$ cat src/hdl/prt_pkg.sv
// Package for point_rotate_translate: payload types, widths, register indexes
// and the CORDIC arctangent table. No dependencies.
package prt_pkg;

    localparam int COORD_W          = 24;
    localparam int ANGLE_W          = 16;
    localparam int CW               = 32;   // cos/sin, Q30
    localparam int ZW               = 33;   // angle accumulator, 2^-32 turn
    localparam int PROD_W           = COORD_W + CW;
    localparam int SUM_W            = PROD_W + 1;
    localparam int FRAC_SHIFT       = 30;
    localparam int ROT_W            = SUM_W - FRAC_SHIFT;
    localparam int ATAN_COUNT       = 24;
    localparam int DEF_CORDIC_STEPS = 16;
    localparam int CFG_ADDR_W       = 1;

    localparam logic signed [CW-1:0]    INV_GAIN_Q30 = 32'sd652032874;
    localparam logic signed [SUM_W-1:0] ROUND_HALF   = SUM_W'(64'sd536870912);

    localparam logic [CFG_ADDR_W-1:0] REG_BASE_X = 1'b0;
    localparam logic [CFG_ADDR_W-1:0] REG_BASE_Y = 1'b1;

    typedef struct packed {
        logic signed [COORD_W-1:0] offset_x;
        logic signed [COORD_W-1:0] offset_y;
        logic        [ANGLE_W-1:0] turn_angle;
    } prt_in_t;

    typedef struct packed {
        logic signed [COORD_W-1:0] moved_x;
        logic signed [COORD_W-1:0] moved_y;
    } prt_out_t;

    typedef struct packed {
        logic signed [COORD_W-1:0] offset_x;
        logic signed [COORD_W-1:0] offset_y;
    } prt_ofs_t;

    // CORDIC result handed to the multiply stages
    typedef struct packed {
        logic                 valid;
        logic signed [CW-1:0] cos_q;
        logic signed [CW-1:0] sin_q;
        prt_ofs_t             ofs;
    } prt_trig_t;

    // atan(2^-i) in units of 2^-32 turn, rounded
    function automatic logic [CW-1:0] prt_atan(input logic [4:0] idx);
        logic [CW-1:0] v;
        case (idx)
            5'd0:    v = 32'd536870912;
            5'd1:    v = 32'd316933406;
            5'd2:    v = 32'd167458907;
            5'd3:    v = 32'd85004756;
            5'd4:    v = 32'd42667331;
            5'd5:    v = 32'd21354465;
            5'd6:    v = 32'd10679838;
            5'd7:    v = 32'd5340245;
            5'd8:    v = 32'd2670163;
            5'd9:    v = 32'd1335087;
            5'd10:   v = 32'd667544;
            5'd11:   v = 32'd333772;
            5'd12:   v = 32'd166886;
            5'd13:   v = 32'd83443;
            5'd14:   v = 32'd41722;
            5'd15:   v = 32'd20861;
            5'd16:   v = 32'd10430;
            5'd17:   v = 32'd5215;
            5'd18:   v = 32'd2608;
            5'd19:   v = 32'd1304;
            5'd20:   v = 32'd652;
            5'd21:   v = 32'd326;
            5'd22:   v = 32'd163;
            5'd23:   v = 32'd81;
            default: v = '0;
        endcase
        return v;
    endfunction

endpackage

$ cat src/hdl/prt_cordic.sv
// Pipelined rotation-mode CORDIC: quadrant fold, one stage per iteration,
// sign fix-up. Carries the offsets alongside. Depends on prt_pkg.
module prt_cordic
    import prt_pkg::*;
#(
    parameter int CORDIC_STEPS = DEF_CORDIC_STEPS
)
(
    input  logic               clk,
    input  logic               rst_n,
    input  logic               in_valid,
    input  logic [ANGLE_W-1:0] angle,
    input  prt_ofs_t           in_ofs,
    output prt_trig_t          trig
);

    logic                 valid_reg [0:CORDIC_STEPS];
    logic                 flip_reg  [0:CORDIC_STEPS];
    logic signed [CW-1:0] x_reg     [0:CORDIC_STEPS];
    logic signed [CW-1:0] y_reg     [0:CORDIC_STEPS];
    logic signed [ZW-1:0] z_reg     [0:CORDIC_STEPS];
    prt_ofs_t             ofs_reg   [0:CORDIC_STEPS];

    logic signed [CW-1:0] x_next    [1:CORDIC_STEPS];
    logic signed [CW-1:0] y_next    [1:CORDIC_STEPS];
    logic signed [ZW-1:0] z_next    [1:CORDIC_STEPS];

    logic signed [ANGLE_W:0] a_ext;
    logic signed [ANGLE_W:0] a_red;
    logic                    flip_next;
    logic signed [ZW-1:0]    z0_next;

    logic                 out_valid_reg;
    logic signed [CW-1:0] cos_reg;
    logic signed [CW-1:0] sin_reg;
    prt_ofs_t             out_ofs_reg;

    // fold into [-quarter, +quarter] turn; negate the result when folded
    always_comb
    begin
        a_ext     = $signed({angle[ANGLE_W-1], angle});
        a_red     = a_ext;
        flip_next = 1'b0;
        if (a_ext > 17'sd16384)
        begin
            a_red     = a_ext - 17'sd32768;
            flip_next = 1'b1;
        end
        else if (a_ext < -17'sd16384)
        begin
            a_red     = a_ext + 17'sd32768;
            flip_next = 1'b1;
        end
        z0_next = $signed({a_red, 16'b0});
    end

    always_comb
    begin
        for (int i = 0; i < CORDIC_STEPS; i++)
        begin
            if (!z_reg[i][ZW-1])
            begin
                x_next[i+1] = x_reg[i] - (y_reg[i] >>> i);
                y_next[i+1] = y_reg[i] + (x_reg[i] >>> i);
                z_next[i+1] = z_reg[i] - $signed({1'b0, prt_atan(5'(i))});
            end
            else
            begin
                x_next[i+1] = x_reg[i] + (y_reg[i] >>> i);
                y_next[i+1] = y_reg[i] - (x_reg[i] >>> i);
                z_next[i+1] = z_reg[i] + $signed({1'b0, prt_atan(5'(i))});
            end
        end
    end

    always_ff @(posedge clk or negedge rst_n)
    begin
        if (!rst_n)
        begin
            for (int i = 0; i <= CORDIC_STEPS; i++)
            begin
                valid_reg[i] <= 1'b0;
            end
            out_valid_reg <= 1'b0;
        end
        else
        begin
            valid_reg[0] <= in_valid;
            for (int i = 0; i < CORDIC_STEPS; i++)
            begin
                valid_reg[i+1] <= valid_reg[i];
            end
            out_valid_reg <= valid_reg[CORDIC_STEPS];
        end
    end

    always_ff @(posedge clk)
    begin
        x_reg[0]    <= INV_GAIN_Q30;
        y_reg[0]    <= '0;
        z_reg[0]    <= z0_next;
        flip_reg[0] <= flip_next;
        ofs_reg[0]  <= in_ofs;
        for (int i = 0; i < CORDIC_STEPS; i++)
        begin
            x_reg[i+1]    <= x_next[i+1];
            y_reg[i+1]    <= y_next[i+1];
            z_reg[i+1]    <= z_next[i+1];
            flip_reg[i+1] <= flip_reg[i];
            ofs_reg[i+1]  <= ofs_reg[i];
        end
        cos_reg     <= flip_reg[CORDIC_STEPS] ? -x_reg[CORDIC_STEPS] : x_reg[CORDIC_STEPS];
        sin_reg     <= flip_reg[CORDIC_STEPS] ? -y_reg[CORDIC_STEPS] : y_reg[CORDIC_STEPS];
        out_ofs_reg <= ofs_reg[CORDIC_STEPS];
    end

    assign trig.valid = out_valid_reg;
    assign trig.cos_q = cos_reg;
    assign trig.sin_q = sin_reg;
    assign trig.ofs   = out_ofs_reg;

endmodule

$ cat config.mk
export PLATFORM = sky130hd
export DESIGN_NAME = prt_cordic
export DESIGN_NICKNAME = d
export VERILOG_FILES = /design/src/hdl/prt_pkg.sv /design/src/hdl/prt_cordic.sv
export SDC_FILE = /design/constraint.sdc
export NUM_CORES = 2
export LEC_CHECK = 0
export CAP_MARGIN = 20
export CORE_MARGIN = 2
export CORE_UTILIZATION = 60
export CTS_BUF_LIST = sky130_fd_sc_hd__clkbuf_8
export DETAILED_ROUTE_END_ITERATION = 6
export DONT_BUFFER_PORTS = 1
export GPL_TIMING_DRIVEN = 1
export HOLD_SLACK_MARGIN = 0.08
export PLACE_DENSITY = 0.82
export SYNTH_ARGS = -nofsm -noshare
export SYNTH_HDL_FRONTEND = slang
export SYNTH_SLANG_ARGS = --single-unit
$ cat constraint.sdc
create_clock -name clk -period 6.1 [get_ports clk]
set_input_delay 1.22 -clock clk [delete_from_list [all_inputs] [get_ports clk]]
set_output_delay 1.22 -clock clk [all_outputs]
set_load 0.01 [all_outputs]
## Word-level counts from Yosys, hierarchy flattened

Memory sizes are Yosys's and may differ from the RTL's. A register that Yosys moved wholly into a read port is not among the register bits.
Index checks and enable logic that the tools add are counted.

| cells by class | value |
|---|---|
| add/sub/neg operators | 99 |
| order comparisons | 2 |
| muxes and demuxes | 86 |

Operator list:

| kind | count |
|---|---|
| 2-to-1 mux 32 bit | 66 |
| adder 33 bit | 16 |
| 2-to-1 mux 33 bit | 16 |
| subtractor 33 bit | 16 |
| adder 32 x 17 -> 32 bit | 2 |
| adder 32 x 18 -> 32 bit | 2 |
| adder 32 x 19 -> 32 bit | 2 |
| adder 32 x 20 -> 32 bit | 2 |
| adder 32 x 21 -> 32 bit | 2 |
| adder 32 x 22 -> 32 bit | 2 |
| adder 32 x 23 -> 32 bit | 2 |
| adder 32 x 24 -> 32 bit | 2 |
| adder 32 x 25 -> 32 bit | 2 |
| adder 32 x 26 -> 32 bit | 2 |
| adder 32 x 27 -> 32 bit | 2 |
| adder 32 x 28 -> 32 bit | 2 |
| adder 32 x 29 -> 32 bit | 2 |
| adder 32 x 30 -> 32 bit | 2 |
| adder 32 x 31 -> 32 bit | 2 |
| negation 32 bit | 2 |
| subtractor 32 x 17 -> 32 bit | 2 |
| subtractor 32 x 18 -> 32 bit | 2 |
| subtractor 32 x 19 -> 32 bit | 2 |
| subtractor 32 x 20 -> 32 bit | 2 |
| other kinds (19) | 33 |

| storage, ports and cells | value |
|---|---|
| flip-flop bits (word level) | 82 |
| RAM bits | 2482 |
| bits of input ports | 67 |
| output and inout bits | 113 |
| word-level logic and storage cells | 212 |
| memories | 5 |

Memories:

| name | depth | bits a word | rd ports | clocked after Yosys merged registers in | wr ports | RTL line | RTL |
|---|---|---|---|---|---|---|---|
| ofs_reg | 17 | 48 | 17 | 1 | 17 | prt_cordic.sv:22 | `prt_ofs_t ofs_reg [0:CORDIC_STEPS];` |
| z_reg | 17 | 33 | 16 | 0 | 17 | prt_cordic.sv:21 | `logic signed [ZW-1:0] z_reg [0:CORDIC_STEPS];` |
| x_reg | 17 | 32 | 17 | 0 | 17 | prt_cordic.sv:19 | `logic signed [CW-1:0] x_reg [0:CORDIC_STEPS];` |
| y_reg | 17 | 32 | 17 | 0 | 17 | prt_cordic.sv:20 | `logic signed [CW-1:0] y_reg [0:CORDIC_STEPS];` |
| flip_reg | 17 | 1 | 17 | 0 | 17 | prt_cordic.sv:18 | `logic flip_reg [0:CORDIC_STEPS];` |

## Longest topological paths before layout

An unclocked memory read counts as a cell.

| logic depth | value |
|---|---|
| word-level depth | 4 |
| mapped depth | 21 |
| mapped depth without buffers | 21 |

## Worst setup path after synthesis

No wires, ideal clock.

| path | value |
|---|---|
| kind | register to register |
| from | mem z_reg[5][32] (netlist: z_reg[0][197]) |
| to | mem x_reg[6][30] (netlist: x_reg[0][222]) |
| library setup time | 0.062 ns |
| arrival time | 4.362 ns |
| data required time | 6.038 ns |
| setup slack | 1.676 ns |
| stages on the path, launching flop included | 16 |
| path buffers | 2 |
| period minus slack after synthesis | 4.424 ns |
| cells stage by stage | dfxtp_1 -> clkbuf_1 -> buf_1 -> mux2_2 -> fa_1 -> a21oi_1 -> nor2b_1 -> a31o_2 -> o41ai_1 -> a311o_1 -> a21oi_1 -> a31oi_1 -> a31o_2 -> o21ai_1 -> or4b_1 -> nand3_1 |

RTL lines:

| item | RTL line |
|---|---|
| start: declaration | prt_cordic.sv:21 |
| end: declaration | prt_cordic.sv:19 |

==> impl_metrics.xml <==
<?xml version="1.0" encoding="UTF-8"?>
<metrics>
  <group name="worst_setup_path">
    <metric name="worst-setup-path-type" unit="">reg2reg</metric>
    <metric name="timing.critical_path.to_type" unit="">flop</metric>
    <metric name="r2r.worst_path.cells" unit="">18</metric>
    <metric name="delay_of_the_slowest_critical_path_stage" unit="ns">0.87</metric>
    <metric name="reg2reg_setup_slack" unit="ns">0.94</metric>
    <metric name="timing.critical_path.cells" unit="">nor3_1, nand2b_1, nor3_1, nor4b_1, nor2_1, xor2_1, ha_1, a21oi_1, nand2_1, a221oi_1, a31oi_1, o21ai_1, o31ai_1, a211oi_1, o21bai_1, a31oi_1, o21ai_0, xnor2_1</metric>
    <metric name="crit-reg2reg-capture" unit="">x_reg[0][255]</metric>
    <metric name="cp_max_fo" unit="">5</metric>
    <metric name="arrival" unit="ns">6.10</metric>
    <metric name="total_buffers_and_inverters_traversed_by_the_critical_path" unit="">0</metric>
    <metric name="crit_required" unit="ns">7.03</metric>
    <metric name="regToRegStartpoint" unit="">y_reg[0][202]</metric>
    <metric name="critPathSlowestCell" unit="">nor4b_1</metric>
    <metric name="worst_setup_path_start_kind" unit="">flop</metric>
    <metric name="critPathTopFamily" unit="">compound AO/OA/AOI/OAI gates</metric>
  </group>
  <group name="clock_tree">
    <metric name="h_tree_depth" unit="">5</metric>
    <metric name="cts_post_setup_buffers_inserted" unit="">0</metric>
    <metric name="clk_latency" unit="ns">1.09</metric>
    <metric name="cts_buffers" unit="">380</metric>
    <metric name="clk_path_buf_depth" unit="">4</metric>
    <metric name="cts_tree" unit="">yes</metric>
    <metric name="worst_setup_hold_path_clk_slew" unit="ns">0.06</metric>
    <metric name="cts_resized" unit="">0</metric>
    <metric name="clockRootBuffer" unit="">clkbuf_8</metric>
    <metric name="clock-sinks" unit="">2337</metric>
  </group>
  <group name="detailed_routing">
    <metric name="route.vias.total" unit="">93622</metric>
    <metric name="via_cell_ratio" unit="">5.75</metric>
    <metric name="wirelength" unit="um">268000</metric>
    <metric name="drt_first_iter_violations" unit="">5948</metric>
    <metric name="final_antenna_net_count" unit="">0</metric>
    <metric name="detailed_routing_iterations_pass_1" unit="">6</metric>
    <metric name="drcViolationCount" unit="">0</metric>
    <metric name="routedWlPerCell" unit="um">16.5</metric>
  </group>
  <group name="floorplan">
    <metric name="std_cell_rows" unit="">165</metric>
    <metric name="die-width" unit="um">455</metric>
    <metric name="core_area" unit="mm2">0.202</metric>
    <metric name="fp.dieH" unit="um">455</metric>
    <metric name="ios" unit="">180</metric>
    <metric name="initial_utilization" unit="%">60.4</metric>
    <metric name="area_enclosed_by_the_die_boundary" unit="mm2">0.207</metric>
  </group>
  <group name="global_routing">
    <metric name="global_routing_usage_summed_across_all_routing_layers" unit="%">25.2</metric>
    <metric name="first_global_vias" unit="">89744</metric>
    <metric name="pin_count_of_the_biggest_net_entering_global_routing" unit="">70</metric>
    <metric name="grt_antenna_before_repair" unit="">3</metric>
    <metric name="grt_overflow" unit="">0</metric>
    <metric name="grt_pass1_wl" unit="um">438000</metric>
  </group>
  <group name="placed_design">
    <metric name="post-dp-hpwl" unit="um">205000</metric>
    <metric name="replace_congestion" unit="">0.996</metric>
    <metric name="port_buffer_count" unit="">0</metric>
  </group>
  <group name="outcome">
    <metric name="run_status" unit="">complete, no violations</metric>
  </group>
  <group name="sta">
    <metric name="max_freq" unit="MHz">194</metric>
    <metric name="period_needed" unit="ns">5.16</metric>
    <metric name="totalNegativeSetupSlack" unit="ns">0</metric>
    <metric name="fin_skew" unit="ns">0.0957</metric>
    <metric name="setup_viol" unit="">0</metric>
    <metric name="maxSlewHeadroom" unit="%">22.3</metric>
    <metric name="timing_worst_slew_pin_value" unit="ns">1.16</metric>
    <metric name="timing.final.crit_share" unit="%">84.6</metric>
    <metric name="slew_viol_final" unit="">0</metric>
    <metric name="setup_repair_after_global_routing_missed_its_margin" unit="">no</metric>
    <metric name="hold_viol_final" unit="">0</metric>
  </group>
  <group name="synthesis">
    <metric name="synth_top_family_by_area" unit="">compound AO/OA/AOI/OAI gates</metric>
    <metric name="synth_area" unit="mm2">0.122</metric>
    <metric name="synth_xor_area_share" unit="%">12.6</metric>
    <metric name="synth_fp_nets" unit="">14554</metric>
    <metric name="cell_variety_after_synth" unit="">90</metric>
    <metric name="ys_ff_latch" unit="">2337</metric>
    <metric name="synthesis.area_per_instance" unit="um2">9.37</metric>
    <metric name="number_of_synthesized_flops_with_an_enable_pin" unit="">0</metric>
    <metric name="synth_area_in_compound_gates" unit="%">18.8</metric>
    <metric name="async_flop_share" unit="%">0.770</metric>
    <metric name="sequential_cell_area_fraction_in_the_yosys_report" unit="%">38.4</metric>
    <metric name="synth-adder-area-share" unit="%">15.1</metric>
    <metric name="synth_flop_cell" unit="">dfxtp_1</metric>
    <metric name="synth.mux.area_fraction" unit="%">0.846</metric>
    <metric name="synth_warnings" unit="">0</metric>
    <metric name="mapped_cells" unit="">13036</metric>
    <metric name="post_synth_and_or_nand_nor_area_fraction" unit="%">12.3</metric>
  </group>
  <group name="flow_run">
    <metric name="timing.max_cap.violations" unit="">0</metric>
  </group>
  <group name="worst_hold_path">
    <metric name="hold_path_class" unit="">in2reg</metric>
    <metric name="timing.hold.worst_path_depth" unit="">0</metric>
    <metric name="hp-start" unit="">in_ofs[6]</metric>
    <metric name="min_delay_endpoint" unit="">ofs_reg[0][6]</metric>
  </group>
  <group name="final_layout">
    <metric name="design.final.nets" unit="">14847</metric>
    <metric name="final_layout_size_suffix_gt1_share" unit="%">5.55</metric>
    <metric name="largest_reg_flops" unit="">816</metric>
    <metric name="syn_to_final_growth" unit="%">9.32</metric>
  </group>
</metrics>
logic make-up (layout without fill, tap and decap cells):
| family | count (synthesis) | count (layout) |
|---|---|---|
| XOR/XNOR | 1755 | 1755 |
| multiplexers | 97 | 97 |
| buffers and inverters | 637 | 1201 |
| flip-flops | 2337 | 2337 |
| AND/OR/NAND/NOR | 3123 | 3123 |
| adder cells (fa/ha/maj) | 1451 | 1451 |
| AO/OA/AOI/OAI | 3636 | 3636 |
| other | 0 | 4 |
worst max path at each step:
| stage | from | depth (start not counted) | to | slack (ns) |
|---|---|---|---|---|
| 6_report | y_reg[0][202] | 18 | x_reg[0][255] | 0.94 |
| 4_1_cts | y_reg[0][202] | 18 | x_reg[0][255] | 1.11 |
| 3_5_place_dp | y_reg[0][202] | 18 | x_reg[0][255] | 1.16 |
| 3_3_place_gp | y_reg[0][202] | 18 | x_reg[0][255] | 1.34 |
| 2_1_floorplan | z_reg[0][197] | 15 | x_reg[0][222] | 1.68 |
| 5_1_grt | y_reg[0][202] | 19 | x_reg[0][254] | 0.69 |
through the flow:
| step | std cells | util, % | hold slack (ns) | setup WS [ns] | cell area, um2 |
|---|---|---|---|---|---|
| 3_5_place_dp | 15569 | 61.9 | 0.312 | 1.16 | 125000 |
| 5_1_grt | 16274 | 66.0 | 0.108 | 0.695 | 134000 |
| 3_3_place_gp | 15569 | 61.9 | 0.309 | 1.34 | 125000 |
| 4_1_cts | 16271 | 66.0 | 0.0805 | 1.11 | 134000 |
| 2_1_floorplan | 13036 | - | 0.310 | 1.68 | 122000 |
| 6_report | 16276 | 66.0 | 0.205 | 0.939 | 134000 |
worst register-to-register path: cells and delay by family (launching register included):
kind	cells	cell delay, ns
AOI/OAI and AO/OA	9	2.24
and+or+nand+nor	6	1.77
adders and majority gates	1	0.35
DFF	1	0.34
xor gates and xnor gates	2	0.33
layer usage:
metal / part of all wire, % / up-vias / global-route usage, %
met2: 48 / 2414 / 43.9
li1: - / 47145 / -
met5: 0 / - / 0
met1: 44 / 43398 / 30.9
met4: 3.8 / 0 / 10.4
met3: 5.1 / 665 / 3.96
layout by cell type, fill, tap and decap left out, drive strengths merged, types with 49 or more instances in the layout:
| cell type | instances |
|---|---|
| o21a | 201 |
| nor4 | 80 |
| nor2b | 144 |
| nor2 | 1067 |
| nand3 | 193 |
| a21o | 598 |
| or3 | 83 |
| nand2b | 204 |
| o31ai | 86 |
| mux2 | 50 |
| and3 | 95 |
| dlygate4sd3 | 49 |
| o211ai | 62 |
| nand4 | 99 |
| nor3 | 296 |
| clkbuf | 477 |
| clkinv | 51 |
| ha | 1409 |
| xor2 | 621 |
| xnor2 | 1134 |
| dfxtp | 2319 |
| nand2 | 602 |
| inv | 541 |
| and2 | 65 |
| a21oi | 1289 |
| o21ai | 602 |
| a211oi | 142 |
| a31oi | 113 |
| o21bai | 150 |
cells in the mapped netlist, types with 27 or more instances:
library cell,n,share of area [%]
clkbuf_1,148,0.45
ha_1,1409,14
fa_1,42,0.69
nor4_1,80,0.41
nor3b_1,38,0.23
nor3_1,296,1.2
nand2_1,602,1.8
o31ai_1,86,0.53
a21oi_1,1288,5.3
or4_1,37,0.23
a31o_2,27,0.19
mux2_2,50,0.46
o41ai_1,48,0.34
nand3b_1,33,0.20
nand2b_1,204,1.0
a31oi_1,112,0.57
nand4_1,99,0.51
a21o_1,598,3.7
mux2i_1,47,0.39
nor2b_1,144,0.74
dfxtp_1,2319,38
or3_1,83,0.43
xor2_1,621,4.5
o21bai_1,150,0.92
o21a_1,201,1.2
nor2_1,1067,3.3
o21ai_0,548,2.2
inv_1,449,1.4
o21ai_1,54,0.22
buf_1,33,0.10
or2_2,28,0.14
nand3_1,193,0.79
o211ai_1,61,0.37
a211o_1,38,0.27
and3_1,95,0.49
and2_1,65,0.33
a211oi_1,142,0.87
xnor2_1,1134,8.1
what timing repair did:
action / CTS / global route
setup endpoints to repair: 0 / 0
hold buffers: 49 / 0
hold endpoints to repair: 66 / 0
layout make-up:
| class | instances | area (um2) |
|---|---|---|
| Multi-Input combinational cell | 10062 | 72900 |
| Tap cell | 2672 | 3340 |
| Sequential cell | 2337 | 46900 |
| Antenna cell | 4 | 10.0 |
| Clock buffer | 477 | 6570 |
| Fill cell | 16052 | 68800 |
| Inverter | 453 | 1700 |
| Clock inverter | 176 | 1280 |
| Timing Repair Buffer | 95 | 858 |
Power is not shown: default switching activity piles up to over one toggle a cycle in this logic, so the estimate is an artifact.
